**config.mk**
```make
export PLATFORM = sky130hd
export DESIGN_NAME = multi_mode_error_check_generator
export DESIGN_NICKNAME = d
export VERILOG_FILES = /design/src/hw/rtl/mmecg_pkg.sv /design/src/hw/rtl/multi_mode_error_check_generator.sv
export SDC_FILE = /design/constraint.sdc
export NUM_CORES = 1
export LEC_CHECK = 0
export BUFFER_PORTS_ARGS = -buffer_cell sky130_fd_sc_hd__buf_2
export CAP_MARGIN = 20
export CORE_MARGIN = 3
export CORE_UTILIZATION = 29
export CTS_CLUSTER_DIAMETER = 30
export DETAILED_ROUTE_END_ITERATION = 12
export PLACE_DENSITY = 0.51
export SETUP_SLACK_MARGIN = 0.3
export SLEW_MARGIN = 20
export SYNTH_ARGS = -nofsm -noshare
export SYNTH_HDL_FRONTEND = slang
export SYNTH_SLANG_ARGS = --single-unit
```
**constraint.sdc**
```tcl
create_clock -name clock -period 11 [get_ports clock]
set_input_delay 1.65 -clock clock [delete_from_list [all_inputs] [get_ports clock]]
set_output_delay 1.65 -clock clock [all_outputs]
set_load 0.02 [all_outputs]
```
**src/hw/rtl/mmecg_pkg.sv**
```systemverilog
// ----------------------------------------------------------------------------
// mmecg_pkg
// widths, method codes, polynomials and per-byte helper functions for the
// multi-mode error check generator
// ----------------------------------------------------------------------------
package mmecg_pkg;

   localparam int unsigned DATA_W      = 8;
   localparam int unsigned METHOD_W    = 3;
   localparam int unsigned CHECK_W     = 32;
   localparam int unsigned PAIR_W      = 14;
   localparam int unsigned SUM_W       = 16;
   localparam int unsigned RSP_TDATA_W = 48;

   // method register codes
   localparam logic [METHOD_W-1:0] METHOD_EVEN   = 3'd0;
   localparam logic [METHOD_W-1:0] METHOD_ODD    = 3'd1;
   localparam logic [METHOD_W-1:0] METHOD_PAR2D  = 3'd2;
   localparam logic [METHOD_W-1:0] METHOD_CRC8   = 3'd3;
   localparam logic [METHOD_W-1:0] METHOD_CRC16  = 3'd4;
   localparam logic [METHOD_W-1:0] METHOD_CRC32  = 3'd5;
   localparam logic [METHOD_W-1:0] METHOD_HAMM   = 3'd6;
   localparam logic [METHOD_W-1:0] METHOD_CSUM   = 3'd7;

   // crc polynomials and seeds
   localparam logic [7:0]  CRC8_POLY  = 8'h07;
   localparam logic [15:0] CRC16_POLY = 16'h1021;
   localparam logic [31:0] CRC32_POLY = 32'h04C1_1DB7;
   localparam logic [15:0] CRC16_INIT = 16'hFFFF;
   localparam logic [31:0] CRC32_INIT = 32'hFFFF_FFFF;
   localparam logic [31:0] CRC32_MSB  = 32'h8000_0000;

   typedef logic [CHECK_W-1:0] crc_type;

   // one byte through the crc selected by method, msb first
   function automatic crc_type crc_byte(input logic [METHOD_W-1:0] method,
                                        input crc_type crc,
                                        input logic [DATA_W-1:0] b);
      logic [7:0]  c8;
      logic [15:0] c16;
      logic [31:0] c32;
      crc_type     r;
      c8  = crc[7:0] ^ b;
      c16 = crc[15:0] ^ {b, 8'h00};
      c32 = crc ^ {b, 24'h000000};
      for (int j = 0; j < 8; j++) begin
         c8  = c8[7] ? ({c8[6:0], 1'b0} ^ CRC8_POLY) : {c8[6:0], 1'b0};
         c16 = c16[15] ? ({c16[14:0], 1'b0} ^ CRC16_POLY) : {c16[14:0], 1'b0};
         c32 = ((c32 & CRC32_MSB) != 32'h0) ? ({c32[30:0], 1'b0} ^ CRC32_POLY)
                                              : {c32[30:0], 1'b0};
      end
      case (method)
         METHOD_CRC8:  r = {24'h000000, c8};
         METHOD_CRC16: r = {16'h0000, c16};
         METHOD_CRC32: r = c32;
         default:      r = crc;
      endcase
      return r;
   endfunction

   // hamming(7,4): p1 p2 d1 p3 d2 d3 d4 with p1 in bit 6
   function automatic logic [6:0] ham_nibble(input logic [3:0] n);
      logic p1;
      logic p2;
      logic p3;
      p1 = n[3] ^ n[2] ^ n[0];
      p2 = n[3] ^ n[1] ^ n[0];
      p3 = n[2] ^ n[1] ^ n[0];
      return {p1, p2, n[3], p3, n[2], n[1], n[0]};
   endfunction

   // ones-complement add with end-around carry
   function automatic logic [SUM_W-1:0] sum_add(input logic [SUM_W-1:0] sum,
                                                input logic [SUM_W-1:0] w);
      logic [SUM_W:0] s;
      s = {1'b0, sum} + {1'b0, w};
      return s[SUM_W-1:0] + {{(SUM_W-1){1'b0}}, s[SUM_W]};
   endfunction

endpackage

```
**src/hw/rtl/multi_mode_error_check_generator.sv**
```systemverilog
// Path: an accepted byte is captured in the input register and its result, if
//   any, in the result register; a byte that gives no result only updates
//   state.
// Throughput: one byte per cycle unless a held result is stalled by rsp_tready;
//   the 8-step crc update is flat xor logic between the input register and the result register.
// Reset (synchronous, active high) clears the method to even parity, all
//   accumulators, the message-open flag and both valid flags.
// ----------------------------------------------------------------------------
// multi_mode_error_check_generator
// streams a message a byte at a time and builds parity, 2d parity, crc,
// hamming codewords or the internet checksum as chosen by the method register
// ----------------------------------------------------------------------------
module multi_mode_error_check_generator (
   input  logic                                  clock,
   input  logic                                  reset,
   // method register write
   input  logic                                  csr_valid,
   output logic                                  csr_ready,
   input  logic [mmecg_pkg::METHOD_W-1:0]        csr_data,
   // message bytes
   input  logic                                  req_tvalid,
   output logic                                  req_tready,
   input  logic [mmecg_pkg::DATA_W-1:0]          req_tdata,  // [7:0] data_byte
   input  logic                                  req_tuser,  // [0] byte_present
   input  logic                                  req_tlast,  // last_byte
   // results
   output logic                                  rsp_tvalid,
   input  logic                                  rsp_tready,
   // [31:0] check_value, [45:32] codeword_pair, [46] row_parity, [47] zero
   output logic [mmecg_pkg::RSP_TDATA_W-1:0]     rsp_tdata,
   output logic                                  rsp_tlast   // final_result
);

   // method register
   logic [mmecg_pkg::METHOD_W-1:0] method_ff;

   // input stage
   logic                           in_vld_ff;
   logic [mmecg_pkg::DATA_W-1:0]   in_byte_ff;
   logic                           in_present_ff;
   logic                           in_last_ff;

   // message state
   logic [mmecg_pkg::CHECK_W-1:0]  crc_ff,     crc_in;
   logic [mmecg_pkg::SUM_W-1:0]    sum_ff,     sum_in;
   logic [mmecg_pkg::DATA_W-1:0]   held_ff,    held_in;
   logic                           pending_ff, pending_in;
   logic [mmecg_pkg::DATA_W-1:0]   col_ff,     col_in;
   logic                           runpar_ff,  runpar_in;
   logic                           open_ff,    open_in;

   // result stage
   logic                               rsp_vld_ff;
   logic [mmecg_pkg::RSP_TDATA_W-1:0]  rsp_data_ff, rsp_data_in;
   logic                               rsp_last_ff;

   logic adv;
   logic emit;

   assign csr_ready  = 1'b1;
   assign adv        = in_vld_ff && (!rsp_vld_ff || rsp_tready);
   assign req_tready = !in_vld_ff || adv;
   assign rsp_tvalid = rsp_vld_ff;
   assign rsp_tdata  = rsp_data_ff;
   assign rsp_tlast  = rsp_last_ff;

   // method register write
   always_ff @(posedge clock) begin
      if (reset) begin
         method_ff <= mmecg_pkg::METHOD_EVEN;
      end else if (csr_valid && csr_ready) begin
         method_ff <= csr_data;
      end
   end

   // input stage
   always_ff @(posedge clock) begin
      if (reset) begin
         in_vld_ff <= 1'b0;
      end else if (req_tvalid && req_tready) begin
         in_vld_ff <= 1'b1;
      end else if (adv) begin
         in_vld_ff <= 1'b0;
      end
   end

   always_ff @(posedge clock) begin
      if (req_tvalid && req_tready) begin
         in_byte_ff    <= req_tdata;
         in_present_ff <= req_tuser;
         in_last_ff    <= req_tlast;
      end
   end

   // per-byte update and result assembly
   always_comb begin
      logic [mmecg_pkg::CHECK_W-1:0] crc_base;
      logic [mmecg_pkg::SUM_W-1:0]   sum_base;
      logic [mmecg_pkg::DATA_W-1:0]  held_base;
      logic                          pending_base;
      logic [mmecg_pkg::DATA_W-1:0]  col_base;
      logic                          runpar_base;
      logic                          row_bit;
      logic                          add_en;
      logic [mmecg_pkg::SUM_W-1:0]   add_word;
      logic [mmecg_pkg::CHECK_W-1:0] check;
      logic [mmecg_pkg::PAIR_W-1:0]  pair;
      logic                          row_out;

      // a new message starts from cleared state and the method's crc seed
      if (open_ff) begin
         crc_base     = crc_ff;
         sum_base     = sum_ff;
         held_base    = held_ff;
         pending_base = pending_ff;
         col_base     = col_ff;
         runpar_base  = runpar_ff;
      end else begin
         case (method_ff)
            mmecg_pkg::METHOD_CRC16: crc_base = {16'h0000, mmecg_pkg::CRC16_INIT};
            mmecg_pkg::METHOD_CRC32: crc_base = mmecg_pkg::CRC32_INIT;
            default:                 crc_base = '0;
         endcase
         sum_base     = '0;
         held_base    = '0;
         pending_base = 1'b0;
         col_base     = '0;
         runpar_base  = 1'b0;
      end

      row_bit = ^in_byte_ff;

      // fold in the byte
      crc_in     = crc_base;
      runpar_in  = runpar_base;
      col_in     = col_base;
      held_in    = held_base;
      pending_in = pending_base;
      add_en     = 1'b0;
      add_word   = '0;
      if (in_present_ff) begin
         crc_in    = mmecg_pkg::crc_byte(method_ff, crc_base, in_byte_ff);
         runpar_in = runpar_base ^ row_bit;
         col_in    = col_base ^ in_byte_ff;
         if (pending_base) begin
            add_en     = 1'b1;
            add_word   = {held_base, in_byte_ff};
            held_in    = '0;
            pending_in = 1'b0;
         end else begin
            held_in    = in_byte_ff;
            pending_in = 1'b1;
            // odd final byte padded with zero
            add_en     = in_last_ff && (method_ff == mmecg_pkg::METHOD_CSUM);
            add_word   = {in_byte_ff, 8'h00};
         end
      end else if (in_last_ff && pending_base &&
                   (method_ff == mmecg_pkg::METHOD_CSUM)) begin
         add_en   = 1'b1;
         add_word = {held_base, 8'h00};
      end
      sum_in = add_en ? mmecg_pkg::sum_add(sum_base, add_word) : sum_base;

      // final check value
      check = '0;
      if (in_last_ff) begin
         case (method_ff)
            mmecg_pkg::METHOD_EVEN:  check = {31'h0, runpar_in};
            mmecg_pkg::METHOD_ODD:   check = {31'h0, ~runpar_in};
            mmecg_pkg::METHOD_PAR2D: check = {24'h000000, col_in};
            mmecg_pkg::METHOD_CRC8:  check = {24'h000000, crc_in[7:0]};
            mmecg_pkg::METHOD_CRC16: check = {16'h0000, crc_in[15:0]};
            mmecg_pkg::METHOD_CRC32: check = ~crc_in;
            mmecg_pkg::METHOD_CSUM:  check = {16'h0000, ~sum_in};
            default:                 check = '0;
         endcase
      end

      // per-byte fields
      pair    = '0;
      row_out = 1'b0;
      if (in_present_ff && (method_ff == mmecg_pkg::METHOD_HAMM)) begin
         pair = {mmecg_pkg::ham_nibble(in_byte_ff[7:4]),
                 mmecg_pkg::ham_nibble(in_byte_ff[3:0])};
      end
      if (in_present_ff && (method_ff == mmecg_pkg::METHOD_PAR2D)) begin
         row_out = row_bit;
      end

      emit = in_last_ff ||
             (in_present_ff && ((method_ff == mmecg_pkg::METHOD_PAR2D) ||
                                (method_ff == mmecg_pkg::METHOD_HAMM)));
      rsp_data_in = {1'b0, row_out, pair, check};

      // state after this item
      if (in_last_ff) begin
         crc_in     = '0;
         sum_in     = '0;
         held_in    = '0;
         pending_in = 1'b0;
         col_in     = '0;
         runpar_in  = 1'b0;
         open_in    = 1'b0;
      end else if (in_present_ff) begin
         open_in    = 1'b1;
      end else begin
         crc_in     = crc_ff;
         sum_in     = sum_ff;
         held_in    = held_ff;
         pending_in = pending_ff;
         col_in     = col_ff;
         runpar_in  = runpar_ff;
         open_in    = open_ff;
      end
   end

   // message state
   always_ff @(posedge clock) begin
      if (reset) begin
         crc_ff     <= '0;
         sum_ff     <= '0;
         held_ff    <= '0;
         pending_ff <= 1'b0;
         col_ff     <= '0;
         runpar_ff  <= 1'b0;
         open_ff    <= 1'b0;
      end else if (adv) begin
         crc_ff     <= crc_in;
         sum_ff     <= sum_in;
         held_ff    <= held_in;
         pending_ff <= pending_in;
         col_ff     <= col_in;
         runpar_ff  <= runpar_in;
         open_ff    <= open_in;
      end
   end

   // result register
   always_ff @(posedge clock) begin
      if (reset) begin
         rsp_vld_ff <= 1'b0;
      end else if (adv && emit) begin
         rsp_vld_ff <= 1'b1;
      end else if (rsp_tready) begin
         rsp_vld_ff <= 1'b0;
      end
   end

   always_ff @(posedge clock) begin
      if (adv && emit) begin
         rsp_data_ff <= rsp_data_in;
         rsp_last_ff <= in_last_ff;
      end
   end

endmodule

```
# After elaboration in Yosys (flattened, before gate mapping)
# Index checks and enable logic that the tools add are counted.
# classes
n_reduce_logical,21
addsub,2
n_mux,63
eq_ne,7
shift,0
n_lt_le_gt_ge,0
bitwise_logic,44
multipliers,0
n_div,0
# op_table
operator,n
32-bit one-hot mux with 7 select lines,1
27-bit two-way mux,8
32-bit two-way mux,4
16-bit two-way mux,7
14-bit NOT,8
13-bit two-way mux,8
32-bit one-hot mux with 3 select lines,1
8-bit two-way mux,8
32-bit one-hot mux with 2 select lines,1
3-bit NOT,16
32-bit NOT,1
32-bit XOR,1
3-bit two-way mux,8
16-bit by 16-bit adder with 17-bit output,1
1-bit two-way mux,17
16-bit by 1-bit adder with 16-bit output,1
16-bit NOT,1
16-bit XOR,1
8-bit XOR,2
1-bit XOR,13
3-bit equality test (second input constant),4
1-bit logical AND,9
8-bit XOR reduction,1
3-bit by 2-bit equality test with 1-bit output (second input constant),2
other kinds (7),13
# word_totals
rom_bits,0
regBits,130
word_cells,154
ram_bits,0
out_inout_bits,52
latchBits,0
n_memories,0
in_bits,18

# Logic depth before layout (Yosys ltp)
# depth
ltp_word,24
depth_mapped,27
depth_no_buf,23

# Least setup slack after synthesis
# OpenSTA, ideal clock, no wires.
# synth_path
path_kind,register to register
startpoint,register open_ff
endpoint,"register rsp_data_ff, in the netlist rsp_tdata[14], data pin"
setup_time_ns,0.269
path_stages_with_launch,26
arrival_time_ns,4.584
synth_period_minus_slack_ns,4.853
path_buffers,5
path_slack_ns,6.147
required_ns,10.731
cell_sequence,dfxtp_1 buf_4 buf_4 buf_6 buf_4 clkbuf_1 and2_1 ha_1 inv_1 fa_1 nor2b_2 o31a_1 o311a_1 o41ai_2 nor2b_1 o21ai_0 nand2b_1 ha_1 ha_1 nand2_1 nor3_1 nand3_1 nor4_2 and4_1 mux2i_1 a311oi_1
# synth_via
elab_chain_cells,19
elab_cells_between_ends,43
classes_between,add/sub (2); mux (28); bitwise (11); reduce/logical (2)
# synth_rtl
item,line,rtl
from (decl),multi_mode_error_check_generator.sv:50,"logic open_ff, open_in;"
from (signal assigned),multi_mode_error_check_generator.sv:234,open_ff <= open_in;
"parallel branches: the longest is 18 deep, another holds 16-bit by 16-bit adder with 17-bit output",--,
32-bit one-hot mux with 7 select lines (*),multi_mode_error_check_generator.sv:167,case (method_ff)
to (signal assigned),multi_mode_error_check_generator.sv:251,rsp_data_ff <= rsp_data_in;
to (decl),multi_mode_error_check_generator.sv:54,"logic [mmecg_pkg::RSP_TDATA_W-1:0] rsp_data_ff, rsp_data_in;"
# Mark *: on every way between the ends.
# A chain may end at the register's enable or synchronous reset.

# Final worst setup path
# layout_path
startpoint,register in_present_ff
endpoint,"register rsp_data_ff, in the netlist rsp_tdata[14], data pin"
# layout_via
elab_chain_cells,6
elab_cells_between_ends,9
classes_between,add/sub (2); mux (5); bitwise (2)
# layout_rtl
item,line,rtl
from (decl),multi_mode_error_check_generator.sv:40,logic in_present_ff;
from (signal assigned),multi_mode_error_check_generator.sv:90,in_present_ff <= req_tuser;
16-bit two-way mux,multi_mode_error_check_generator.sv:141,if (in_present_ff) begin
16-bit by 16-bit adder with 17-bit output,mmecg_pkg.sv:76,"s = {1'b0, sum} + {1'b0, w};"
16-bit by 1-bit adder with 16-bit output,mmecg_pkg.sv:77,"return s[SUM_W-1:0] + {{(SUM_W-1){1'b0}}, s[SUM_W]};"
16-bit two-way mux,multi_mode_error_check_generator.sv:162,"sum_in = add_en ? mmecg_pkg::sum_add(sum_base, add_word) : sum_base;"
16-bit NOT,multi_mode_error_check_generator.sv:174,"mmecg_pkg::METHOD_CSUM: check = {16'h0000, ~sum_in};"
32-bit one-hot mux with 7 select lines (*),multi_mode_error_check_generator.sv:167,
# Every way passes the cells marked *; elsewhere a longest branch is shown, timed or not.

==> flow_summary.json <==
{
  "via_count": 8505,
  "dp_hpwl_mm": 24.03,
  "gp_congestion": 0.9555,
  "worst-endpoint-required_ns": 11.16,
  "r2r_end": "rsp_tdata[14]",
  "core_area_um2": 31960,
  "reg2reg_slack_ns": 5.34,
  "status": "finished, final reports clean",
  "final_cell_mix": "nor2_1, xnor2_1, nand2_1, a21oi_1, dfxtp_1",
  "yosys_register_bits": 130,
  "rsz0062_at_grt": "false",
  "cts_buffers": 17,
  "max_cap_violations": 0,
  "fin_tns_setup_ns": 0,
  "firstDrtPassIters": 5,
  "syn-instance-count": 1125,
  "crit_path_end_kind": "flip-flop",
  "clkTransAtPathRegs_ns": 0.07,
  "routedWlPerCell_um": 20.94,
  "cts.sinks": 130,
  "r2r-start": "in_present_ff",
  "hp-start": "sum_ff[11]",
  "cpMostUsedCell": "ha_1",
  "slowest_delay_ns": 0.94,
  "die_area_um2": 35070,
  "port_buffers": 67,
  "cts_root_buffer": "clkbuf_16",
  "finalHoldViolCount": 0,
  "grt_use_total_pct": 18.91,
  "hold-path-endpoint": "sum_ff[11]",
  "die_w_um": 187.3,
  "first_iter_violations": 805,
  "synth_top_cell_area_share_pct": 18.27,
  "reg2regPathDepth": 20,
  "die_h_um": 187.3,
  "fin_area_um2": 10790,
  "peakVddDrop_uv": 87.61,
  "areaGrowthSynthToFinish_pct": 13.25,
  "htreeDepth": 4,
  "cts_hold_buf": 0,
  "fin_skew_ns": 0.01398,
  "grt_pass1_wl_mm": 51.30,
  "power_mw": 1.370,
  "wl_mm": 33.44,
  "worst_skew_pair.late_latency_ns": 0.43,
  "slew_violations": 0,
  "crit_chain": "clkinv_1, a21oi_1, nand2_1, o21ai_0, ha_1, and4_1, o311a_1, o41ai_2, nor2b_1, o21ai_0, nand2b_1, ha_1, ha_1, nand2_1, nor3_1, nand3_1, nor4_2, and4_1, mux2i_1, a311oi_1",
  "postRouteAntennaNets": 0,
  "syn_avg_cell_area_um2": 8.471,
  "rows": 65,
  "antenna_found_initial": 1,
  "synth_cell_types": 88,
  "slew_headroom_pct": 39.48,
  "holdCritPathClass": "flip-flop to flip-flop",
  "fin_nets": 1185,
  "cp.arrival_ns": 5.82,
  "worst-slew-pin-transition_ns": 0.9078,
  "max_clock_freq_mhz": 176.6,
  "ctsResizeCount": 0,
  "p_per_area_nw_per_um2": 126.9,
  "drive_above_1_share_pct": 13.70,
  "whs_path_depth": 2,
  "period_needed_ns": 5.661,
  "drc": 0,
  "yosysWarningCount": 0,
  "place_area_um2": 10190,
  "crit_slowest_cell": "edfxtp_1",
  "cts_buffer_depth": 2,
  "synth_ff_type": "dfxtp_1",
  "async_reset_ff_share_pct": 0,
  "critPathKind": "flip-flop to flip-flop",
  "netlist_area_um2": 9530,
  "crit_fanout": 24,
  "netlist_top_cells_area": "edfxtp_1, dfxtp_1, xnor2_1, nor2_1, a21oi_1",
  "grt_pass1_vias": 8268,
  "leakage_nw": 3.856,
  "via_per_inst": 5.326,
  "grt_max_degree": 76,
  "final_common_cell": "nor2_1",
  "setup_violations": 0,
  "synth_nets": 1162,
  "critPathLaunchType": "flip-flop",
  "cts_tree": "yes",
  "overflow": 0,
  "start_util_pct": 29.82,
  "synth-edff-count": 58,
  "yosysTopAreaCell": "edfxtp_1",
  "ys_seq_area_share_pct": 33.40,
  "ios": 70,
  "fin_crit_sh_pct": 51.46,
  "cts_setup_buffers": 0,
  "whs_ns": 0.4548
}
[how the worst max path moves through the flow]
| stage | from | endpoint | slack (ns) | depth (start not counted) |
|---|---|---|---|---|
| floorplan | open_ff | rsp_tdata[14] | 6.15 | 25 |
| global placement | method_ff[1] | rsp_tdata[10] | 5.57 | 22 |
| detailed placement | in_present_ff | rsp_tdata[12] | 5.46 | 21 |
| CTS | in_present_ff | rsp_tdata[14] | 5.43 | 20 |
| global route | in_present_ff | rsp_tdata[14] | 4.77 | 20 |
| finish | in_present_ff | rsp_tdata[14] | 5.34 | 20 |
[sequential cells by signal (all words and copies together), names as in the netlist, 3 cells and up]
signal / count
sum_ff: 16
in_byte_ff: 8
method_ff: 3
rsp_tdata: 47
col_ff: 8
crc_ff: 32
held_ff: 8
[critical path, delay by kind of cell, from the launching register on]
kind,cells,cell delay (ns)
AND/OR/NAND/NOR,9,1.73
AO/OA/AOI/OAI,6,1.24
flip-flops,1,0.94
adder cells (fa/ha/maj),3,0.67
buffers and inverters,1,0.54
multiplexers,1,0.24
[cells in the mapped netlist (5+ instances only)]
cell,instances
nor2b_1,9
edfxtp_1,58
inv_1,12
buf_2,20
o22ai_1,16
and2_1,24
nor3_1,18
a31oi_1,5
a211oi_1,5
xor2_1,52
mux2i_1,21
nand4_1,5
a32oi_1,10
o211ai_1,7
clkbuf_1,43
nand2b_1,7
xnor2_1,108
a221oi_1,7
a22oi_1,36
buf_4,8
ha_1,18
buf_1,6
nand3_1,19
a21oi_2,7
nand3b_1,7
xnor2_2,7
nor2_1,164
a21o_1,12
a21oi_1,93
nand2_1,105
dfxtp_1,72
o21ai_0,31
o31ai_1,7
[per-stage QoR]
| stage | utilization, % | setup WS [ns] | instances |
|---|---|---|---|
| floorplan | - | 6.147 | 1125 |
| global placement | 31.87 | 5.574 | 1564 |
| detailed placement | 31.87 | 5.460 | 1564 |
| CTS | 33.76 | 5.425 | 1596 |
| global route | 33.76 | 4.770 | 1596 |
| finish | 33.77 | 5.339 | 1597 |
[report_power, final]
part           internal, mW  switching [mW]
logic                0.0900           0.157
clock network         0.336           0.254
registers             0.517          0.0159
total                 0.943           0.427
[layout make-up]
class                           count  area, um^2
Sequential cell                   130        3187
Antenna cell                        1       2.502
Tap cell                          435       544.3
Multi-Input combinational cell    899        5924
Clock buffer                       18       450.4
Fill cell                        3377       21170
Timing Repair Buffer               86       478.0
Inverter                           14       52.55
Clock inverter                     14       153.9
[cells by family after synthesis]
kind of cell | Yosys count | synth area share, %
and+or+nand+nor | 388 | 18.58
xor gates and xnor gates | 174 | 17.43
adders and majority gates | 19 | 2.573
other | 2 | 0.07880
buffers and inverters | 96 | 4.621
DFF | 130 | 33.40
AOI/OAI and AO/OA | 294 | 20.87
muxes | 22 | 2.442
[layer usage]
| metal | track usage, % | up-vias | share of wire, % |
|---|---|---|---|
| met5 | 0 | - | 0 |
| met4 | 6.601 | 0 | 2.6 |
| met3 | 3.804 | 41 | 5.8 |
| met2 | 28.72 | 279 | 44 |
| met1 | 26.65 | 4145 | 47 |
| li1 | - | 4040 | - |
Note: power is estimated with default switching activity, not from simulation.
